File: config.mk
export PLATFORM = sky130hd
export DESIGN_NAME = v3n_stage
export DESIGN_NICKNAME = d
export VERILOG_FILES = /design/src/sv/v3n_pkg.sv /design/src/sv/v3n_stage.sv
export SDC_FILE = /design/constraint.sdc
export NUM_CORES = 1
export LEC_CHECK = 0
export BUFFER_PORTS_ARGS = -buffer_cell sky130_fd_sc_hd__buf_2
export CELL_PAD_IN_SITES_DETAIL_PLACEMENT = 1
export CELL_PAD_IN_SITES_GLOBAL_PLACEMENT = 2
export CORE_AREA = 2 2 437 439
export DETAILED_ROUTE_END_ITERATION = 6
export DIE_AREA = 0 0 439 441
export PLACE_DENSITY = 0.69
export SYNTH_ARGS = -nofsm -noshare
export SYNTH_HDL_FRONTEND = slang
export SYNTH_SLANG_ARGS = --single-unit
File: constraint.sdc
create_clock -name clock -period 7.3 [get_ports clock]
set_input_delay 0 -clock clock [delete_from_list [all_inputs] [get_ports clock]]
set_output_delay 0 -clock clock [all_outputs]
set_load 0.02 [all_outputs]
File: src/sv/v3n_pkg.sv
// Package for the 3-vector normalizer.
// Holds fixed widths and constants shared by the top level and the stage module.
`default_nettype none
package v3n_pkg;
   localparam int UNIT_BITS = 16;
   localparam int Q_BITS    = 17;
   localparam int FRAC_BITS = 15;
   localparam logic [UNIT_BITS-1:0] UNIT_MAX = 16'h7FFF;
endpackage
`default_nettype wire

File: src/sv/v3n_stage.sv
// One pipelined iteration: one root bit of the sum of squares when K < CB and one
// quotient bit of each unit component when K < Q_BITS. Depends on v3n_pkg.
`default_nettype none
module v3n_stage #(
   parameter int CB = 16,
   parameter int K  = 0
) (
   input  wire logic                                clock,
   input  wire logic                                reset,
   input  wire logic                                en,
   input  wire logic                                in_valid,
   input  wire logic [2*CB-1:0]                     in_s,
   input  wire logic                                in_zero,
   input  wire logic [2:0]                          in_neg,
   input  wire logic [2*CB-1:0]                     in_rem,
   input  wire logic [2*CB-1:0]                     in_res,
   input  wire logic [2:0][2*CB+34:0]               in_r,
   input  wire logic [2:0][2*CB+34:0]               in_qs,
   input  wire logic [2:0][v3n_pkg::Q_BITS-1:0]     in_q,
   output logic                                     out_valid,
   output logic [2*CB-1:0]                          out_s,
   output logic                                     out_zero,
   output logic [2:0]                               out_neg,
   output logic [2*CB-1:0]                          out_rem,
   output logic [2*CB-1:0]                          out_res,
   output logic [2:0][2*CB+34:0]                    out_r,
   output logic [2:0][2*CB+34:0]                    out_qs,
   output logic [2:0][v3n_pkg::Q_BITS-1:0]          out_q
);
   import v3n_pkg::*;

   localparam int SW = 2 * CB;
   localparam int DW = 2 * CB + 35;

   logic                      valid_ff;
   logic [SW-1:0]             s_ff;
   logic                      zero_ff;
   logic [2:0]                neg_ff;
   logic [SW-1:0]             rem_ff, rem_in;
   logic [SW-1:0]             res_ff, res_in;
   logic [2:0][DW-1:0]        r_ff, r_in;
   logic [2:0][DW-1:0]        qs_ff, qs_in;
   logic [2:0][Q_BITS-1:0]    q_ff, q_in;

   generate
      if (K < CB) begin : g_root
         localparam logic [SW-1:0] BIT = SW'(1) << (SW - 2 - 2 * K);
         logic [SW-1:0] trial;
         always_comb begin
            trial = in_res + BIT;
            if (in_rem >= trial) begin
               rem_in = in_rem - trial;
               res_in = (in_res >> 1) + BIT;
            end else begin
               rem_in = in_rem;
               res_in = in_res >> 1;
            end
         end
      end else begin : g_root_hold
         always_comb begin
            rem_in = in_rem;
            res_in = in_res;
         end
      end

      if (K < Q_BITS) begin : g_unit
         localparam int B = Q_BITS - 1 - K;
         logic [2:0][DW-1:0] delta;
         always_comb begin
            for (int i = 0; i < 3; i++) begin
               delta[i] = (in_qs[i] << (B + 1)) + (DW'(in_s) << (2 * B));
               if (delta[i] <= in_r[i]) begin
                  r_in[i]  = in_r[i] - delta[i];
                  qs_in[i] = in_qs[i] + (DW'(in_s) << B);
                  q_in[i]  = in_q[i] | (Q_BITS'(1) << B);
               end else begin
                  r_in[i]  = in_r[i];
                  qs_in[i] = in_qs[i];
                  q_in[i]  = in_q[i];
               end
            end
         end
      end else begin : g_unit_hold
         always_comb begin
            r_in  = in_r;
            qs_in = in_qs;
            q_in  = in_q;
         end
      end
   endgenerate

   always_ff @(posedge clock) begin
      if (reset) begin
         valid_ff <= 1'b0;
      end else if (en) begin
         valid_ff <= in_valid;
      end
   end

   always_ff @(posedge clock) begin
      if (en) begin
         s_ff    <= in_s;
         zero_ff <= in_zero;
         neg_ff  <= in_neg;
         rem_ff  <= rem_in;
         res_ff  <= res_in;
         r_ff    <= r_in;
         qs_ff   <= qs_in;
         q_ff    <= q_in;
      end
   end

   assign out_valid = valid_ff;
   assign out_s     = s_ff;
   assign out_zero  = zero_ff;
   assign out_neg   = neg_ff;
   assign out_rem   = rem_ff;
   assign out_res   = res_ff;
   assign out_r     = r_ff;
   assign out_qs    = qs_ff;
   assign out_q     = q_ff;
endmodule
`default_nettype wire

# --- Word level (Yosys, flattened, before mapping) ---
# Index checks and enable logic that the tools add are counted.
totals:
  reg_bits: 554
  inputBits: 557
  output_inout_bits: 554
  elab_cells: 43
classes:
  n_addsub: 12
  n_lt_le_gt_ge: 4
  muxes: 8
ops:
  columns: ["op", "n"]
  rows:
  - ["$mux W67", 6]
  - ["$add A67 B48 Y67", 3]
  - ["$add A67 B64 Y67", 3]
  - ["$le A67 B67 Y1", 3]
  - ["$sub A67 B67 Y67", 3]
  - ["$add A31 B31 Y32 const B", 1]
  - ["$add A32 B31 Y32 const B", 1]
  - ["$ge A32 B32 Y1", 1]
  - ["$mux W32", 1]
  - ["$sub A32 B32 Y32", 1]
  - ["$mux W31", 1]

# --- Logic depth before layout (Yosys ltp) ---
# Gate-level depths: netlist (run 1).
logic_depth:
  word_depth: 3
  depth_mapped: 27
  depth_no_buf: 24

# --- Worst setup path before layout (run 1) ---
# OpenSTA, ideal clock, no wires.
synth_path:
  kind: "in2reg"
  from: "input in_s[1]"
  to: "register r_ff (netlist bit out_r[66]), data pin"
  setup_ps: 259
  arrival_ps: 4855
  required_time_ps: 7041
  setup_slack_ps: 2186
  path_stages: 21
  path_buffers: 1
  cell_sequence: "ha_1 a21o_1 a21oi_1 o211a_1 o31a_1 o221ai_1 a311o_1 a2111oi_0 nor2_1 xnor2_1 ha_1 clkbuf_1 a21o_1 a21oi_1 o21ai_1 a221o_1 a211o_1 a221o_1 or2_4 mux2_4 a211o_1"
synth_lines:
  columns: ["element", "line_no", "text"]
  rows:
  - ["from (decl)", "v3n_stage.sv:12", "input wire logic [2*CB-1:0] in_s,"]
  - ["to (signal assigned)", "v3n_stage.sv:107", "r_ff <= r_in;"]
  - ["to (decl)", "v3n_stage.sv:41", "logic [2:0][DW-1:0] r_ff, r_in;"]

==> impl_metrics.csv, run 1 <==
group,metric,value,unit
critical_path,r2r_start,"out_valid",
critical_path,cp_num_cells,27,
cts,clk-insertion-delay-late,0.70,ns
global_route,grt_pass1_wl,304800,um
pwr,p_int,8.539,mW
cells_and_area,multi_input_area,0.02293,mm^2
critical_path,r2r_end,"out_valid",
sta,fmax,0.1456,GHz
routing,met3_wirelength,11180,um
global_route,track_usage,21.40,%
pwr,switchingPower,5.459,mW
cts,cts_tree,"built",
floorplan,io_pins,1111,
pwr,p_leak,25.79,nW
cts,clkTransAtPathRegs,0.06,ns
global_route,overflow,0,
sta,tns,0,ns
logic_synthesis,syn_area_per_cell,9.788,um^2
pwr,p_clk_share,28.8,%
sta,hold_viol,0,
logic_synthesis,yosysUniqueCellTypes,86,
cts,postCtsSetupRepairBufs,0,
logic_synthesis,yosysSeqAreaShare,40.62,%
hold_path,worst_hold_path.num_cells,2,
routing,dr_total_vias,41196,
floorplan,placeableCoreArea,0.1892,mm^2
cells_and_area,final_util,31.64,%
critical_path,criticalPathCategory,"input port to register",
floorplan,die_h,441,um
logic_synthesis,yosys_warnings,0,
sta,fin_crit_sh,94.06,%
global_route,grt_pass1_vias,43687,
routing,wirelength,216400,um
pwr,swShare,39.00,%
critical_path,crit_start,"in_s[1]",
floorplan,die_w,439,um
sta,final-max-slew-violation-count,0,
critical_path,crit_arrival,7.31,ns
cts,htree_levels,3,
critical_path,critPathRequiredTime,7.75,ns
logic_synthesis,syn_nets,5123,
status,status,"finished, final reports clean",
routing,drc,0,
cts,cts-root-buf,"clkbuf_16",
cts,cts.sinks,554,
critical_path,crit_path_end,"out_qs[128]",
critical_path,crit_buf_inv,6,
critical_path,slowest_delay,0.58,ns
pwr,p_per_area,233.9,mW/mm^2
routing,met1_length,82910,um
logic_synthesis,syn_area,0.04093,mm^2
cts,cts_buffer_depth,3,
critical_path,setup.worst_path.start_class,"input port",
critical_path,end_kind,"register",
place,port_buffers,1110,
cells_and_area,syn_to_final_growth,46.23,%
sta,finalSetupViolations,0,
cells_and_area,fin_nets,6986,
critical_path,reg2regPathDepth,3,
cells_and_area,drive_above_1_share,22.68,%
sta,fin_worst_skew,0,ns
sta,worst_pin_slew,1.056,ns
place,gp_congestion,0.8871,
job,cap_violations,0,
routing,top_layer,"met5",
critical_path,r2r_slack,6.13,ns
sta,holdWs,0.09014,ns
routing,wl_met2,110800,um
routing,drt_iter0_markers,1804,
routing,ant_nets,0,
floorplan,num_rows,160,
logic_synthesis,synth_flop_cell,"edfxtp_1",
place,hpwl,168300,um
pwr,power,14.00,mW
cells_and_area,nFillCells,21868,
pwr,seq_power_share,30.7,%
cts,cts_buffers,78,
logic_synthesis,synth_edf_count,553,
floorplan,start_util,21.64,%
floorplan,die-area,0.1936,mm^2
logic_synthesis,synthArstFlopShare,0,%
sta,fin_crit,6.866,ns
logic_synthesis,syn_inst,4182,
critical_path,cpLargestDelayFamily,"compound AO/OA/AOI/OAI gates",
pwr,ir_worst_vdd,0.0001442,V
critical_path,path_max_fanout,77,
cells_and_area,final-seq-area,0.01663,mm^2
hold_path,hold_path_class,"input port to register",
global_route,grt_max_degree,131,
routing,viasPerCell,4.764,
pwr,pwr-share-comb,40.6,%
sta,relSlewSlack,28.72,%
routing,drt_first_pass_iters,5,
global_route,antenna_found_initial,48,
routing,avgRoutedWirePerCell,25.03,um
critical_path,cp_slowest_cell,"dlygate4sd3_1",
logic_synthesis,ys_ff_latch,554,
sta,rsz0062_at_grt,"no",
-- how the worst min path moves through the flow --
stage / startpoint / endpoint / slack (ns)
after floorplan: reset / out_valid / 0.07
after global placement: reset / out_valid / 0.16
after detailed placement: reset / out_valid / 0.16
after CTS: in_r[146] / out_r[146] / 0.004
after global routing: in_r[147] / out_r[147] / 0.04
final: in_qs[149] / out_qs[149] / 0.09
-- layer usage --
metal	global-route usage (%)	vias up
li1	-	19424
met1	23.52	20166
met2	39.13	1201
met3	4.362	389
met4	10.16	16
met5	0	-
-- synthesized netlist by cell type, types with 9 or more instances --
master / number / share of area, %
nor4b_1: 9 / 0.19
mux2_2: 70 / 1.9
edfxtp_1: 553 / 41
xnor2_1: 222 / 4.8
clkbuf_1: 92 / 0.84
inv_1: 204 / 1.9
and2_1: 23 / 0.35
o211ai_1: 22 / 0.40
xor2_1: 160 / 3.4
a31oi_1: 44 / 0.67
buf_2: 33 / 0.40
o221ai_1: 10 / 0.21
nand2b_1: 45 / 0.69
nor3_1: 61 / 0.75
ha_1: 374 / 11
nor2b_1: 56 / 0.86
a31o_2: 13 / 0.28
nand2_1: 302 / 2.8
fa_1: 10 / 0.49
nor2_1: 305 / 2.8
a211oi_1: 28 / 0.51
a211o_1: 16 / 0.34
o31a_1: 9 / 0.19
and4_1: 20 / 0.43
o21bai_1: 57 / 1.0
a221oi_1: 12 / 0.26
a21boi_0: 13 / 0.24
o311ai_0: 9 / 0.19
o21ai_1: 15 / 0.18
nor3b_1: 9 / 0.17
and3_1: 64 / 0.98
or3_1: 21 / 0.32
o31ai_1: 23 / 0.42
nand3_1: 86 / 1.1
buf_4: 10 / 0.18
o2111ai_1: 11 / 0.24
o21a_1: 41 / 0.75
a21oi_1: 445 / 5.4
or2_2: 10 / 0.15
nor4_1: 30 / 0.46
o21ai_0: 231 / 2.8
nand4_1: 77 / 1.2
a21o_1: 211 / 3.9
-- state kept, by name (all words and copies together) (netlist names) --
| signal | cells |
|---|---|
| out_neg | 3 |
| out_q | 51 |
| out_qs | 201 |
| out_r | 201 |
| out_rem | 32 |
| out_res | 32 |
| out_s | 32 |
| out_valid | 1 |
| out_zero | 1 |
-- stage by stage --
step                instances  setup WS, ns  cell area (um^2)
floorplan                4182         2.186             40930
global placement         7703        0.8105             49440
detailed placement       7703        0.6954             49440
CTS                      8619        0.4274             59770
global route             8637       0.04503             59830
finish                   8648        0.4338             59860
-- layout make-up --
class | instances | area share, %
Multi-Input combinational cell | 3281 | 38.31
Clock buffer | 91 | 3.411
Timing Repair Buffer | 1926 | 22.93
Sequential cell | 554 | 27.78
Tap cell | 2511 | 5.249
Antenna cell | 29 | 0.1212
Inverter | 204 | 1.279
Clock inverter | 52 | 0.9218
-- layout by cell type (no fill, tap or decap), types with 79 or more instances in the layout --
cell / count
ha_1: 374
a21o_1: 211
nor2_1: 305
xor2_1: 160
dlygate4sd3_1: 773
o21ai_0: 231
edfxtp_1: 553
a21oi_1: 445
xnor2_1: 222
nand3_1: 86
buf_2: 1109
nand2_1: 302
clkbuf_16: 79
inv_1: 204
-- power by group through the flow --
stage	combinational, mW	sequential, mW	clock (mW)
final	5.68	4.29	4.03
after floorplan	2.74	4.83	0
after global placement	5.22	4.35	0
after global routing	6.15	4.33	4.26
after CTS	5.68	4.30	4.16
after detailed placement	5.26	4.35	0
-- cell families after synthesis --
family	count (synthesis)	synth area share, %
compound gates	1292	19.96
xor+xnor	382	8.174
fa+ha+maj	384	11.92
buf+inv	347	3.430
flops	554	40.62
mux	83	2.274
simple gates	1140	13.62
-- worst register-to-register path, cell delays in order, from the launching register on --
cell           delay, ns
dfxtp_1             0.31
mux2i_1             0.12
nor2_1              0.07
dlygate4sd3_1       0.56
-- timing repair --
action / in CTS / in global routing
hold buffers: 773 / 0
hold endpoints to repair: 618 / 0
gates resized for setup: 0 / 2
setup endpoints to repair: 0 / 15
Power figures use the tool's default switching activity.
==> inputs of run 2 (changes only) <==
--- a/config.mk
+++ b/config.mk
@@ -11,6 +11,7 @@
 export CORE_AREA = 2 2 437 439
 export DETAILED_ROUTE_END_ITERATION = 6
 export DIE_AREA = 0 0 439 441
+export GPL_TIMING_DRIVEN = 0
 export PLACE_DENSITY = 0.69
 export SYNTH_ARGS = -nofsm -noshare
 export SYNTH_HDL_FRONTEND = slang
==> run 2 against run 1 <==
Against the previous run: sequential power barely moved; utilization rose by 0.27 points; clock power shrank 1%; die area stayed put; fmax fell by 1.3%; highest routed layer unchanged.
==> impl_metrics.csv, run 2 (same netlist as run 1, synthesis figures left out) <==
group,metric,value,unit
critical_path,criticalPathCategory,"input port to register",
routing,drt_first_pass_iters,7,
global_route,grt_max_degree,125,
floorplan,die_h,441,um
critical_path,critPathRequiredTime,7.76,ns
floorplan,placeableCoreArea,0.1892,mm^2
hold_path,hold_path_class,"input port to register",
sta,fin_worst_skew,0,ns
cells_and_area,layout_commonest_cell,"buf_2",
place,place_ws,-1.033,ns
floorplan,num_rows,160,
sta,relSlewSlack,7.604,%
routing,drc,0,
cts,clkTransAtPathRegs,0.06,ns
cells_and_area,drive_above_1_share,22.48,%
sta,rsz0062_at_grt,"no",
place,gp_congestion,0.9004,
cts,clk-insertion-delay-late,0.71,ns
pwr,ir_worst_vdd,0.0001491,V
pwr,p_per_area,234.1,mW/mm^2
global_route,grt_pass1_wl,309900,um
sta,fmax,0.1437,GHz
floorplan,die-area,0.1936,mm^2
cells_and_area,layout.cell_area.non_filler,0.06036,mm^2
global_route,met3_usage,4.036,%
sta,final-max-slew-violation-count,0,
floorplan,io_pins,1111,
floorplan,die_w,439,um
global_route,grt_pass1_vias,44375,
cts,cts.sinks,554,
routing,wirelength,221300,um
cells_and_area,syn_to_final_growth,47.47,%
critical_path,path_max_fanout,10,
global_route,track_usage,21.82,%
pwr,p_leak,25.94,nW
place,port_buffers,1109,
routing,ant_nets,0,
routing,viasPerCell,4.770,
cells_and_area,multi_input_area,0.02295,mm^2
place,hpwl,169700,um
global_route,top_usage_layer,"met2",
place,dp_cells,7808,
cts,htree_levels,3,
cells_and_area,fin_nets,7106,
job,cap_violations,0,
cts,cts-root-buf,"clkbuf_16",
sta,hold_viol,0,
global_route,grt_use_met2,38.65,%
critical_path,end_kind,"register",
routing,avgRoutedWirePerCell,25.25,um
cts,cts_buffer_depth,3,
sta,fin_crit_sh,95.34,%
status,status,"finished, final reports clean",
critical_path,crit_arrival,7.42,ns
sta,fin_crit,6.960,ns
floorplan,start_util,21.64,%
global_route,use_met1,24.49,%
cells_and_area,finalNonFillerCells,8766,
cts,cts_tree,"built",
routing,dr_total_vias,41811,
place,placed_area,0.04978,mm^2
pwr,power,14.13,mW
routing,drt_iter0_markers,2191,
cells_and_area,mostFrequentLayoutCells,"buf_2, dlygate4sd3_1, edfxtp_1, a21oi_1, ha_1",
cts,cts_buffers,77,
sta,fin_ws,0.3404,ns
global_route,overflow,0,
sta,finalSetupViolations,0,
cells_and_area,final-seq-area,0.01663,mm^2
critical_path,setup.worst_path.start_class,"input port",
cells_and_area,nFillCells,21998,
global_route,antenna_found_initial,42,
sta,worst_pin_slew,1.386,ns
==> run 2: cell count changes in the layout (fill, tap and decap cells not counted), moves of 9 or more <==
cell,delta
clkbuf_1,+97
buf_4,-22
buf_2,+21
dlygate4sd3_1,+14
clkbuf_4,+11
clkinvlp_4,+9
==> run 2: cell type report <==
type | instances | share of cell area, %
Inverter | 204 | 1.275
Sequential cell | 554 | 27.54
Timing Repair Buffer | 1904 | 22.56
Clock buffer | 93 | 3.292
Multi-Input combinational cell | 3281 | 38.02
Tap cell | 2511 | 5.205
Antenna cell | 27 | 0.1119
Buffer | 143 | 1.072
Clock inverter | 49 | 0.9244
==> run 2: path summary, 6_finish.rpt <==
path | slack [ns] | depth (start not counted) | to | from
worst max register to register | 6.12 | 3 | out_valid | out_valid
worst max-delay path | 0.34 | 24 | out_qs[133] | in_s[13]
worst min-delay path | 0.06 | 4 | out_qs[16] | in_s[0]
worst min register to register | 1.08 | 3 | out_valid | out_valid
==> run 2: repair_timing <==
| item | in CTS | in global routing |
|---|---|---|
| endpoints found under the setup margin | 25 | 56 |
| hold endpoints to repair | 617 | 0 |
| gates resized for setup | 2 | 22 |
| setup buffers | 2 | 0 |
| hold buffers | 787 | 0 |
==> run 2: critical path, stage by stage <==
cell and delay [ns]:
dlygate4sd3_1 0.53, buf_2 0.55, ha_1 0.40, and3_1 0.23
a221oi_1 0.35, nand2_1 0.09, a31oi_1 0.34, o31ai_1 0.20
o21ai_1 0.31, o21ai_0 0.16, o21ai_0 0.23, xor2_1 0.14
ha_1 0.41, nand2_1 0.19, nor2_1 0.36, nand4_1 0.25
nor4_1 0.34, nand3_1 0.21, o41a_1 0.42, o31ai_4 0.16
clkbuf_1 0.54, nand3_1 0.22, xnor2_1 0.17, dlygate4sd3_1 0.57
==> run 2: routing by layer <==
layer | up-vias | share of wire, %
li1 | 19666 | -
met1 | 20487 | 39
met2 | 1236 | 50
met3 | 410 | 5.1
met4 | 12 | 6.1
met5 | - | 0.028
==> run 2: where the power goes <==
part | internal [mW] | switching (mW)
clock network | 2.26 | 1.74
registers | 4.09 | 0.173
logic | 2.17 | 3.71
==> run 2: stage by stage <==
step / utilization (%) / hold slack (ns) / TNS [ns]
6_report: 31.91 / 0.06106 / 0
5_1_grt: 31.90 / 0.03053 / 0
4_1_cts: 31.84 / 0.001741 / 0
3_5_place_dp: 26.32 / 0.1653 / -111.96
3_3_place_gp: 26.23 / 0.1605 / -1881.60
2_1_floorplan: - / 0.07238 / 0
